`src/design/sosc_pkg.sv`:
```
// Package for the sine oscillator core: widths, register indexes, reset values,
// the config struct, the stage struct and the quarter-wave sine table builder.
// No dependencies.
`default_nettype none

package sosc_pkg;

  localparam int SINE_TABLE_BITS = 8;
  localparam int PHASE_BITS      = 32;
  localparam int TABLE_SIZE      = 1 << SINE_TABLE_BITS;
  localparam int ROM_DIV         = 2 * TABLE_SIZE;

  localparam int NOTE_W        = 19;
  localparam int OFFSET_W      = 14;
  localparam int SAMPLE_W      = 16;
  localparam int SINE_W        = 16;
  localparam int PHASE_STEP_W  = 24;
  localparam int AMP_STEP_W    = 20;
  localparam int AMP_W         = 24;
  localparam int CFG_W         = 24;
  localparam int CFG_INDEX_W   = 2;
  localparam int PROD_W        = NOTE_W + PHASE_STEP_W;
  localparam int MAG_W         = SINE_W + AMP_W;

  // the product is a 2^40 turn: rescale to the accumulator width
  localparam int RSHIFT = (PHASE_BITS <= 40) ? (40 - PHASE_BITS) : 0;
  localparam int LSHIFT = (PHASE_BITS > 40) ? (PHASE_BITS - 40) : 0;

  localparam logic [NOTE_W-1:0] FREQ_MIN = 19'd320;
  localparam logic [NOTE_W-1:0] FREQ_MAX = 19'd320000;

  localparam logic [63:0] HALF_PI_Q30 = 64'd1686629713;

  localparam logic [CFG_INDEX_W-1:0] REG_PHASE_STEP = 2'd0;
  localparam logic [CFG_INDEX_W-1:0] REG_AMP_STEP   = 2'd1;
  localparam logic [CFG_INDEX_W-1:0] REG_AMP_LIMIT  = 2'd2;

  localparam logic [PHASE_STEP_W-1:0] RESET_PHASE_STEP = 24'd1431655;
  localparam logic [AMP_STEP_W-1:0]   RESET_AMP_STEP   = 20'd1678;
  localparam logic [AMP_W-1:0]        RESET_AMP_LIMIT  = 24'd12582912;

  typedef struct packed {
    logic [PHASE_STEP_W-1:0] phase_step;
    logic [AMP_STEP_W-1:0]   amp_step;
    logic [AMP_W-1:0]        amp_limit;
  } cfg_t;

  // word handed from the state/lookup stage to the scaling stage
  typedef struct packed {
    logic              valid;
    logic              neg;
    logic [SINE_W-1:0] sine;
    logic [AMP_W-1:0]  amp;
  } stage_c_t;

  typedef logic [SINE_W-1:0] sine_rom_t [TABLE_SIZE];

  // entry k = sin((k + 1/2) * pi / (2 * TABLE_SIZE)) in Q15, Taylor series in Q30
  function automatic sine_rom_t build_sine_table();
    sine_rom_t   rom;
    logic [63:0] x;
    logic [63:0] x2;
    logic [63:0] term;
    logic [63:0] sum;
    logic [63:0] r;
    for (int k = 0; k < TABLE_SIZE; k++) begin
      x    = (64'(2 * k + 1) * HALF_PI_Q30) / ROM_DIV;
      x2   = (x * x) >> 30;
      term = x;
      sum  = x;
      for (int n = 1; n <= 6; n++) begin
        term = (term * x2) >> 30;
        case (n)
          1:       term = term / 6;
          2:       term = term / 20;
          3:       term = term / 42;
          4:       term = term / 72;
          5:       term = term / 110;
          default: term = term / 156;
        endcase
        if ((n & 1) == 1) begin
          sum = (sum >= term) ? sum - term : 64'd0;
        end else begin
          sum = sum + term;
        end
      end
      r = (sum + 64'd16384) >> 15;
      rom[k] = (r > 64'd32767) ? 16'd32767 : r[SINE_W-1:0];
    end
    return rom;
  endfunction

endpackage

`default_nettype wire

```
`src/design/sosc_if.sv`:
```
// Handshake interfaces for the oscillator: tick words in, stereo sample words out.
// Depends on sosc_pkg.
`default_nettype none

interface sosc_tick_if;
  logic                                  valid;
  logic                                  ready;
  logic [sosc_pkg::NOTE_W-1:0]           note_frequency;
  logic signed [sosc_pkg::OFFSET_W-1:0]  frequency_offset;
  logic                                  gate;

  modport source (output valid, note_frequency, frequency_offset, gate, input ready);
  modport sink   (input valid, note_frequency, frequency_offset, gate, output ready);
endinterface

interface sosc_sample_if;
  logic                                  valid;
  logic                                  ready;
  logic signed [sosc_pkg::SAMPLE_W-1:0]  left_sample;
  logic signed [sosc_pkg::SAMPLE_W-1:0]  right_sample;

  modport source (output valid, left_sample, right_sample, input ready);
  modport sink   (input valid, left_sample, right_sample, output ready);
endinterface

`default_nettype wire

```
`src/design/sosc_sine_rom.sv`:
```
// Quarter-wave sine ROM with a registered read.
// Depends on sosc_pkg (table builder, widths).
`default_nettype none

module sosc_sine_rom (
  input  wire logic                                clk,
  input  wire logic                                en,
  input  wire logic [sosc_pkg::SINE_TABLE_BITS-1:0] addr,
  output logic      [sosc_pkg::SINE_W-1:0]          data
);

  localparam sosc_pkg::sine_rom_t SINE_ROM = sosc_pkg::build_sine_table();

  always_ff @(posedge clk) begin
    if (en) begin
      data <= SINE_ROM[addr];
    end
  end

endmodule

`default_nettype wire

```
`src/design/sosc_front.sv`:
```
// Front of the pipeline: tick capture and clamp, phase increment multiply,
// phase and amplitude update with the sine ROM read. Depends on sosc_pkg,
// sosc_if and sosc_sine_rom.
`default_nettype none

module sosc_front (
  input  wire logic          clk,
  input  wire logic          rst,
  sosc_tick_if.sink          tick,
  input  wire sosc_pkg::cfg_t cfg,
  output sosc_pkg::stage_c_t stage_c,
  input  wire logic          c_ready
);

  localparam int PB = sosc_pkg::PHASE_BITS;
  localparam int TB = sosc_pkg::SINE_TABLE_BITS;

  // stage A: clamped frequency
  logic                        va;
  logic [sosc_pkg::NOTE_W-1:0] fa;
  logic                        ga;
  // stage B: phase increment
  logic                        vb;
  logic [PB-1:0]               inc;
  logic                        gb;
  // state
  logic [PB-1:0]               phase;
  logic [sosc_pkg::AMP_W-1:0]  amp;
  // stage C
  logic                        vc;
  logic                        negc;
  logic [sosc_pkg::AMP_W-1:0]  ampc;
  logic [sosc_pkg::SINE_W-1:0] rom_data;

  logic a_free, b_free, c_free, move_bc;

  logic signed [sosc_pkg::NOTE_W+1:0] fsum;
  logic [sosc_pkg::NOTE_W-1:0]        fclamp;
  logic [sosc_pkg::PROD_W-1:0]        prod;
  logic [sosc_pkg::PROD_W+PB-1:0]     inc_wide;
  logic [1:0]                         quad;
  logic [TB-1:0]                      rom_addr;
  logic [sosc_pkg::AMP_W:0]           amp_up, amp_sel;
  logic [sosc_pkg::AMP_W-1:0]         amp_next;

  assign c_free     = !vc || c_ready;
  assign move_bc    = vb && c_free;
  assign b_free     = !vb || c_free;
  assign a_free     = !va || b_free;
  assign tick.ready = a_free;

  always_comb begin
    fsum = $signed({2'b00, tick.note_frequency})
         + (sosc_pkg::NOTE_W+2)'(tick.frequency_offset);
    if (fsum < $signed({2'b00, sosc_pkg::FREQ_MIN})) begin
      fclamp = sosc_pkg::FREQ_MIN;
    end else if (fsum > $signed({2'b00, sosc_pkg::FREQ_MAX})) begin
      fclamp = sosc_pkg::FREQ_MAX;
    end else begin
      fclamp = fsum[sosc_pkg::NOTE_W-1:0];
    end
  end

  always_comb begin
    prod     = sosc_pkg::PROD_W'(fa) * sosc_pkg::PROD_W'(cfg.phase_step);
    inc_wide = ({{PB{1'b0}}, prod} >> sosc_pkg::RSHIFT) << sosc_pkg::LSHIFT;
  end

  // quadrants 1 and 3 read the table mirrored
  always_comb begin
    quad     = phase[PB-1 -: 2];
    rom_addr = quad[0] ? ~phase[PB-3 -: TB] : phase[PB-3 -: TB];
  end

  always_comb begin
    amp_up = {1'b0, amp} + (sosc_pkg::AMP_W+1)'(cfg.amp_step);
    if (gb) begin
      amp_sel = amp_up;
    end else if (amp >= sosc_pkg::AMP_W'(cfg.amp_step)) begin
      amp_sel = {1'b0, amp - sosc_pkg::AMP_W'(cfg.amp_step)};
    end else begin
      amp_sel = '0;
    end
    if (amp_sel > {1'b0, cfg.amp_limit}) begin
      amp_next = cfg.amp_limit;
    end else begin
      amp_next = amp_sel[sosc_pkg::AMP_W-1:0];
    end
  end

  sosc_sine_rom u_rom (
    .clk  (clk),
    .en   (move_bc),
    .addr (rom_addr),
    .data (rom_data)
  );

  always_ff @(posedge clk) begin
    if (rst) begin
      va    <= 1'b0;
      vb    <= 1'b0;
      vc    <= 1'b0;
      phase <= '0;
      amp   <= '0;
    end else begin
      if (a_free) begin
        va <= tick.valid;
      end
      if (b_free) begin
        vb <= va;
      end
      if (c_free) begin
        vc <= vb;
      end
      if (move_bc) begin
        phase <= phase + inc;
        amp   <= amp_next;
      end
    end
  end

  always_ff @(posedge clk) begin
    if (a_free && tick.valid) begin
      fa <= fclamp;
      ga <= tick.gate;
    end
    if (b_free && va) begin
      inc <= inc_wide[PB-1:0];
      gb  <= ga;
    end
    if (move_bc) begin
      negc <= quad[1];
      ampc <= amp_next;
    end
  end

  assign stage_c.valid = vc;
  assign stage_c.neg   = negc;
  assign stage_c.sine  = rom_data;
  assign stage_c.amp   = ampc;

endmodule

`default_nettype wire

```
`src/design/sosc_scale.sv`:
```
// Back of the pipeline: sine times amplitude, rounding and the output register.
// Depends on sosc_pkg and sosc_if.
`default_nettype none

module sosc_scale (
  input  wire logic              clk,
  input  wire logic              rst,
  input  wire sosc_pkg::stage_c_t stage_c,
  output logic                   c_ready,
  sosc_sample_if.source          result
);

  logic                          vd;
  logic                          negd;
  logic [sosc_pkg::MAG_W-1:0]    magd;
  logic                          ov;
  logic signed [sosc_pkg::SAMPLE_W-1:0] sample;

  logic                          d_free, out_free;
  logic [sosc_pkg::MAG_W:0]      rounded;
  logic [sosc_pkg::SAMPLE_W-1:0] r;

  assign out_free = !ov || result.ready;
  assign d_free   = !vd || out_free;
  assign c_ready  = d_free;

  // round half away from zero on the magnitude, then apply the sign
  always_comb begin
    rounded = {1'b0, magd} + ((sosc_pkg::MAG_W+1)'(1) << 23);
    r       = rounded[24 +: sosc_pkg::SAMPLE_W];
  end

  always_ff @(posedge clk) begin
    if (rst) begin
      vd <= 1'b0;
      ov <= 1'b0;
    end else begin
      if (d_free) begin
        vd <= stage_c.valid;
      end
      if (out_free) begin
        ov <= vd;
      end
    end
  end

  always_ff @(posedge clk) begin
    if (d_free && stage_c.valid) begin
      magd <= sosc_pkg::MAG_W'(stage_c.sine) * sosc_pkg::MAG_W'(stage_c.amp);
      negd <= stage_c.neg;
    end
    if (out_free && vd) begin
      sample <= negd ? -$signed(r) : $signed(r);
    end
  end

  assign result.valid        = ov;
  assign result.left_sample  = sample;
  assign result.right_sample = sample;

endmodule

`default_nettype wire

```
`src/design/sine_oscillator_with_amplitude_ramp_core.sv`:
```
// Top level of the sine oscillator with amplitude ramp: config registers and
// the two pipeline halves. Depends on sosc_pkg, sosc_if, sosc_front, sosc_scale.
//
//   channel  | dir | word
//   ---------+-----+-----------------------------------------------
//   tick     | in  | note_frequency, frequency_offset, gate
//   result   | out | left_sample, right_sample
//   config   | in  | config_write, config_index, config_data
//
// One tick per cycle sustained while the result sink keeps ready high; a taken tick
// passes through registered steps in order (clamp, increment multiply, ROM read with
// phase/amplitude update, sine-amplitude multiply, round into the output register).
// Reset clears phase, amplitude and all valid flags and reloads the register
// defaults; the sine ROM is constant and needs no fill.
// Each stage moves into a free slot, so a stalled result holds up to five words.
`default_nettype none

module sine_oscillator_with_amplitude_ramp_core (
  input  wire logic                              clk,
  input  wire logic                              rst,
  sosc_tick_if.sink                              tick,
  sosc_sample_if.source                          result,
  input  wire logic                              config_write,
  input  wire logic [sosc_pkg::CFG_INDEX_W-1:0]  config_index,
  input  wire logic [sosc_pkg::CFG_W-1:0]        config_data
);

  sosc_pkg::cfg_t     cfg;
  sosc_pkg::stage_c_t stage_c;
  logic               c_ready;

  always_ff @(posedge clk) begin
    if (rst) begin
      cfg.phase_step <= sosc_pkg::RESET_PHASE_STEP;
      cfg.amp_step   <= sosc_pkg::RESET_AMP_STEP;
      cfg.amp_limit  <= sosc_pkg::RESET_AMP_LIMIT;
    end else if (config_write) begin
      case (config_index)
        sosc_pkg::REG_PHASE_STEP: cfg.phase_step <= config_data;
        sosc_pkg::REG_AMP_STEP:   cfg.amp_step   <= config_data[sosc_pkg::AMP_STEP_W-1:0];
        sosc_pkg::REG_AMP_LIMIT:  cfg.amp_limit  <= config_data;
        default: ;
      endcase
    end
  end

  sosc_front u_front (
    .clk     (clk),
    .rst     (rst),
    .tick    (tick),
    .cfg     (cfg),
    .stage_c (stage_c),
    .c_ready (c_ready)
  );

  sosc_scale u_scale (
    .clk     (clk),
    .rst     (rst),
    .stage_c (stage_c),
    .c_ready (c_ready),
    .result  (result)
  );

endmodule

`default_nettype wire

```
`src/flat_wrapper.sv`:
```
// flat-port wrapper written by rule: the top's interface ports become plain ports
module sine_oscillator_with_amplitude_ramp_core_flat 
  (clk, rst, config_write, config_index, config_data, tick_valid, tick_note_frequency, tick_frequency_offset, tick_gate, tick_ready, result_valid, result_left_sample, result_right_sample, result_ready);
  sosc_tick_if tick_i ();
  sosc_sample_if result_i ();
  input  wire logic clk;
  input  wire logic rst;
  input  wire logic config_write;
  input  wire logic [sosc_pkg::CFG_INDEX_W-1:0] config_index;
  input  wire logic [sosc_pkg::CFG_W-1:0] config_data;
  input wire logic [$bits(tick_i.valid)-1:0] tick_valid;
  input wire logic [$bits(tick_i.note_frequency)-1:0] tick_note_frequency;
  input wire logic [$bits(tick_i.frequency_offset)-1:0] tick_frequency_offset;
  input wire logic [$bits(tick_i.gate)-1:0] tick_gate;
  output wire logic [$bits(tick_i.ready)-1:0] tick_ready;
  output wire logic [$bits(result_i.valid)-1:0] result_valid;
  output wire logic [$bits(result_i.left_sample)-1:0] result_left_sample;
  output wire logic [$bits(result_i.right_sample)-1:0] result_right_sample;
  input wire logic [$bits(result_i.ready)-1:0] result_ready;
  assign tick_i.valid = tick_valid;
  assign tick_i.note_frequency = tick_note_frequency;
  assign tick_i.frequency_offset = tick_frequency_offset;
  assign tick_i.gate = tick_gate;
  assign tick_ready = tick_i.ready;
  assign result_valid = result_i.valid;
  assign result_left_sample = result_i.left_sample;
  assign result_right_sample = result_i.right_sample;
  assign result_i.ready = result_ready;
  sine_oscillator_with_amplitude_ramp_core u_core (.clk(clk), .rst(rst), .tick(tick_i), .result(result_i), .config_write(config_write), .config_index(config_index), .config_data(config_data));
endmodule
```
`config.mk`:
```
export PLATFORM = sky130hd
export DESIGN_NAME = sine_oscillator_with_amplitude_ramp_core_flat
export DESIGN_NICKNAME = d
export VERILOG_FILES = /design/src/design/sosc_pkg.sv /design/src/design/sosc_if.sv /design/src/design/sosc_sine_rom.sv /design/src/design/sosc_front.sv /design/src/design/sosc_scale.sv /design/src/design/sine_oscillator_with_amplitude_ramp_core.sv /design/src/flat_wrapper.sv
export SDC_FILE = /design/constraint.sdc
export NUM_CORES = 2
export LEC_CHECK = 0
export ABC_AREA = 1
export BUFFER_PORTS_ARGS = -buffer_cell sky130_fd_sc_hd__buf_4
export CORE_MARGIN = 2
export CORE_UTILIZATION = 60
export DETAILED_ROUTE_END_ITERATION = 16
export HOLD_SLACK_MARGIN = 0.08
export PLACE_DENSITY = 0.82
export SLEW_MARGIN = 20
export SYNTH_ARGS = -nofsm -noshare
export SYNTH_HDL_FRONTEND = slang
export SYNTH_SLANG_ARGS = --single-unit
```
`constraint.sdc`:
```
create_clock -name clk -period 7.67 [get_ports clk]
set_input_delay 1.534 -clock clk [delete_from_list [all_inputs] [get_ports clk]]
set_output_delay 1.534 -clock clk [all_outputs]
set_load 0.05 [all_outputs]
```
After elaboration in Yosys (flattened, before gate mapping)
Memory sizes are Yosys's and may differ from the RTL's. A register that Yosys moved wholly into a read port is not among the register bits.
Cells that the tools add are included.
{ "op_classes": {"div_mod_pow": 0, "n_reduce_logical": 20, "bitwise_logic": 2, "n_mul": 2, "magnitude_cmp": 4, "n_addsub": 6, "n_eq_ne": 2, "muxes": 6, "n_shift": 0} }
{ "ops": {"columns": ["operator", "n"], "rows": [
  ["$mux W24", 2],
  ["$add A40 B24 Y40 const B", 1],
  ["$mul A16 B24 Y40", 1],
  ["$mul A19 B24 Y40", 1],
  ["$add A32 B32 Y32", 1],
  ["$add A24 B20 Y25", 1],
  ["$gt A25 B24 Y1", 1],
  ["$mux W25", 1],
  ["$ge A24 B20 Y1", 1],
  ["$sub A24 B20 Y24", 1],
  ["$add A20 B14 Y21", 1],
  ["$gt A21 B20 Y1 const B", 1],
  ["$lt A21 B10 Y1 const B", 1],
  ["$mux W19", 1],
  ["$mux W16", 1],
  ["$neg A16 Y16", 1],
  ["$not A8 Y9", 1],
  ["$mux W8", 1],
  ["$not A8 Y8", 1],
  ["$reduce_and A2 Y1", 3],
  ["$logic_and A1 B1 Y1", 5],
  ["$logic_not A1 Y1", 5],
  ["$logic_or A1 B1 Y1", 5],
  ["$eq A2 B1 Y1 const B", 1],
  ["3 further kinds", 3]
]} }
{ "word_totals": {"regBits": 264, "ramBits": 0, "mem_count": 1, "mem_bits_ro": 4096, "input_bits": 65, "latch_bits": 0, "output_inout_bits": 34} }
{ "memory_table": {"columns": ["memory", "depth", "width", "read_ports", "rd_clocked_by_memory_dff", "write_ports", "line", "source"], "rows": [
  ["(no name shown)", 256, 16, 1, 1, 0, "sosc_sine_rom.sv:16", "data <= SINE_ROM[addr];"]
]} }

Longest topological paths before layout
{ "logic_depth": {"ltp_word": 7, "depth_mapped": 32, "depth_no_buf": 30} }

By module
A second synthesis with hierarchy kept.
{ "unflattened": {"hier_cells": 7192, "area_unflattened_um2": 49526.2} }
{ "modules_own_cells": {"columns": ["mod", "cells_each", "seq_area_each_um2", "area_each_um2", "instances"], "rows": [
  ["sosc_front", 3914, 3523.4, 27395.0, 1],
  ["sosc_scale", 1985, 1061.0, 14925.6, 1],
  ["sosc_sine_rom", 892, 450.4, 4478.0, 1],
  ["sine_oscillator_with_amplitude_ramp_core", 401, 1361.3, 2727.6, 1]
]} }

Least setup slack after synthesis
OpenSTA, ideal clock, no wires.
{ "synth_path": {"path_type": "flip-flop to flip-flop", "start": "register u_core.u_front.fa[4] in the netlist's numbering", "end": "register u_core.u_front.inc[26], data pin", "arrival_ns": 5.513, "slack_ns": 1.898, "n_path_buf": 1, "stages_incl_launch_ff": 26, "path_cell_list": "edfxtp_1 -> clkbuf_1 -> nand2_1 -> fa_1 -> inv_1 -> fa_1 -> inv_1 -> fa_1 -> fa_1 -> inv_1 -> fa_1 -> inv_1 -> fa_1 -> inv_1 -> ha_1 -> nand2_1 -> nor2_1 -> nor2_1 -> inv_1 -> a21boi_0 -> o21ai_0 -> a21oi_1 -> o21ai_0 -> nand2_1 -> nand2_1 -> xor2_1"} }
{ "synth_between": {"elab_chain_len": 1} }
{ "synth_lines": {"columns": ["item", "line", "source"], "rows": [
  ["from (decl)", "sosc_front.sv:20", "logic [sosc_pkg::NOTE_W-1:0] fa;"],
  ["from (signal assigned)", "sosc_front.sv:124", "fa <= fclamp;"],
  ["$mul A19 B24 Y40", "sosc_front.sv:65", "prod = sosc_pkg::PROD_W'(fa) * sosc_pkg::PROD_W'(cfg.phase_step);"],
  ["named net u_core.u_front.prod, one bit", "sosc_front.sv:39", "logic [sosc_pkg::PROD_W-1:0] prod;"],
  ["to (signal assigned)", "sosc_front.sv:128", "inc <= inc_wide[PB-1:0];"],
  ["to (decl)", "sosc_front.sv:24", "logic [PB-1:0] inc;"]
]} }
The timed path passes the listed nets, and every way through them passes these cells.
A chain may end at the register's enable or synchronous reset.

Worst setup path in the final report
{ "layout_path": {"start": "register u_core.cfg[62] (netlist name)", "end": "register u_core.u_front.inc[31], data pin"} }
{ "layout_between": {"elab_chain_len": 1} }
{ "layout_lines": {"columns": ["item", "line"], "rows": [
  ["$mul A19 B24 Y40", "sosc_front.sv:65"],
  ["named net u_core.u_front.prod, one bit", "sosc_front.sv:39"]
]} }
The timed path passes the listed nets, and every way through them passes these cells.

==> results.sh <==
export IMPL_yosysTopAreaCell="fa_1"
export IMPL_syn_num_nets=7694
export IMPL_multiInputGateArea_mm2=0.0338
export IMPL_path_class="reg -> reg"
export IMPL_met3_length_mm=14.5
export IMPL_timing_critical_path_buf_inv=6
export IMPL_finalSetupTns_ns=0
export IMPL_final_common_cell="nand2_1"
export IMPL_cpMaxStageDelayCell="dfxtp_1"
export IMPL_synth_area_top_cells="fa_1 28%, nand2_1 13%, inv_1 13%"
export IMPL_ctsHoldBuffers=0
export IMPL_row_count=102
export IMPL_grt_pass1_wl_mm=231
export IMPL_io_pins=99
export IMPL_yosys_area_top_type_share_pct=27.8
export IMPL_clkTransAtPathRegs_ns=0.06
export IMPL_hold_viol=0
export IMPL_arrival_ns=6.99
export IMPL_timing_final_crit_share_pct=87.2
export IMPL_regArea_mm2=0.00640
export IMPL_grt_overflow_total=0
export IMPL_wl_met2_mm=66.5
export IMPL_clk_latency_ns=0.58
export IMPL_rsz0062_at_grt="no"
export IMPL_drv_slew=0
export IMPL_skew_ns=0.0187
export IMPL_most_common_layout_cells="1,627 x nand2_1, 1,588 x inv_1, 658 x fa_1, 439 x nor2_1, 366 x ha_1"
export IMPL_drc_errors=0
export IMPL_worst_pin_slew_ns=1.17
export IMPL_start_util_pct=60.9
export IMPL_fill_cells=6862
export IMPL_synth_area_mm2=0.0473
export IMPL_synth_seq_cells=256
export IMPL_cts_setup_buffers=0
export IMPL_synth_cells=6605
export IMPL_min_period_ns=6.69
export IMPL_crit_path_cell_trace="nand2_1 -> fa_1 -> inv_1 -> fa_1 -> inv_1 -> fa_1 -> inv_1 -> fa_1 -> fa_1 -> inv_1 -> fa_1 -> inv_1 -> ha_1 -> nand2_1 -> nor2_1 -> inv_1 -> nor2_1 -> a21boi_0 -> o21ai_0 -> nand3_1 -> xor2_1"
export IMPL_cts_buffers_inserted=35
export IMPL_area_delta_synth_final_pct=5.27
export IMPL_maxSlewHeadroom_pct=22.2
export IMPL_synthFlopType="dfxtp_1"
export IMPL_io_buffers=98
export IMPL_cts_root_buf="clkbuf_16"
export IMPL_cts_sinks=256
export IMPL_die_x_um=285
export IMPL_vias_per_cell=5.68
export IMPL_cts_tree="yes"
export IMPL_status="finished clean"
export IMPL_layout_nets=7614
export IMPL_ctsLongestPathBuffers=3
export IMPL_fmax_ghz=0.150
export IMPL_ant_nets=0
export IMPL_drt_total_wl_mm=144
export IMPL_met1_length_mm=55.6
export IMPL_die_area_mm2=0.0811
export IMPL_critical_path_required_ns=7.98
export IMPL_synth_cell_types=66
export IMPL_chipHeight_um=285
export IMPL_path_max_fanout=20
export IMPL_cp_start_kind="flip-flop"
export IMPL_critPathCaptureType="flip-flop"
export IMPL_grt_max_degree=74
export IMPL_hpwl_mm=114
export IMPL_drt_iter0_drc=4266
export IMPL_cp_top_family="adder cells"
export IMPL_maxCapViolCount=0
export IMPL_wl_per_cell_um=19.0
export IMPL_drive_above_1_share_pct=4.26
export IMPL_min_path_type="reg -> reg"
export IMPL_core_mm2=0.0777
export IMPL_synth_warnings=0
export IMPL_maxUsedRoutingLayer="met5"
export IMPL_synth_edf_count=127
export IMPL_setup_viol_count_final=0
export IMPL_synthArstFlopShare_pct=0
export IMPL_avgSynthCellArea_um2=7.16
export IMPL_seq_area_frac_synth_pct=13.5
export IMPL_cts_resized_gates=0
export IMPL_place_congestion=1.06
export IMPL_htreeDepth=2
export IMPL_first_global_vias=43900
export IMPL_antenna_found_initial=6
export IMPL_firstDrtPassIters=7
export IMPL_via_count=43100
export IMPL_grt_usage_pct=35.9
export IMPL_slowest_delay_ns=1.01
worst min-delay path, cell delays in order (launching register included):
cell     delay, ns
dfxtp_1       0.30
inv_1         0.06
a21oi_1       0.06
flip-flops by register name, summed over array words and instances, names as in the netlist, 15 cells and up:
signal	count
u_core.u_scale.magd	17
u_core.u_front.inc	32
u_core.u_front.ampc	24
u_core.u_front.amp	24
u_core.u_front.fa	19
u_core.u_front.u_rom.data	15
u_core.u_front.phase	32
u_core.u_scale.result.left_sample	16
u_core.cfg	68
Yosys cell counts (7+ instances only):
cell type,count
nand4_1,55
nor4_1,12
nor2_1,441
clkbuf_1,188
dfxtp_1,129
nor2_2,24
o2111ai_1,7
a21o_1,17
nand2_2,15
ha_1,366
buf_1,16
nand3b_1,17
fa_1,658
o311ai_0,9
a21boi_0,8
o21ai_1,12
xnor2_1,40
a31oi_1,31
nand2_1,1627
o21bai_1,17
o211ai_1,40
o21ai_0,283
buf_4,23
o31ai_1,9
edfxtp_1,127
xor2_1,76
o221ai_1,17
inv_2,13
buf_2,29
o22ai_1,10
a21oi_1,328
nand3_1,251
nor3_1,41
o21a_1,15
inv_1,1589
worst paths after layout:
kind | endpoint | cells past startpoint | slack, ns | start
setup / recovery | u_core.u_front.inc[31] | 21 | 0.98 | u_core.cfg[62]
hold / removal | u_core.u_scale.vd | 2 | 0.47 | u_core.u_front.vc
setup reg to reg | u_core.u_front.inc[31] | 21 | 0.98 | u_core.cfg[62]
hold reg to reg | u_core.u_scale.vd | 2 | 0.47 | u_core.u_front.vc
logic make-up after synthesis:
| family | Yosys count | synth area share (%) |
|---|---|---|
| AOI/OAI and AO/OA | 829 | 9.89 |
| xor gates and xnor gates | 120 | 2.29 |
| adders and majority gates | 1024 | 37.5 |
| buffers and inverters | 1868 | 15.2 |
| DFF | 256 | 13.5 |
| and+or+nand+nor | 2508 | 21.6 |
through the flow:
step / cell area, um2 / hold WS (ns) / util, % / instances / setup slack, ns
floorplan: 47300 / 0.400 / - / 6605 / 1.90
global placement: 48600 / 0.460 / 62.5 / 7525 / 1.10
detailed placement: 48600 / 0.466 / 62.5 / 7527 / 1.11
CTS: 49800 / 0.474 / 64.0 / 7590 / 1.11
global route: 49800 / 0.497 / 64.1 / 7594 / 0.732
finish: 49800 / 0.472 / 64.1 / 7594 / 0.984
metal layers:
layer / GRT usage (%) / vias up
met1: 45.2 / 20500
met3: 7.80 / 503
met4: 17.3 / 4
met2: 58.8 / 2247
li1: - / 19900
met5: 0 / -
layout make-up:
class	instances	area share [%]
tap	1040	2.61
multi-input combinational	4481	67.8
clock inverter	20	0.447
antenna	3	0.0151
clock buffer	43	1.92
inverter	1606	12.1
timing repair buffer	145	2.23
sequential	256	12.8
Power is left out: the tool's default activity adds up to more than one toggle a clock period on the data nets, which glitch-free logic cannot reach.
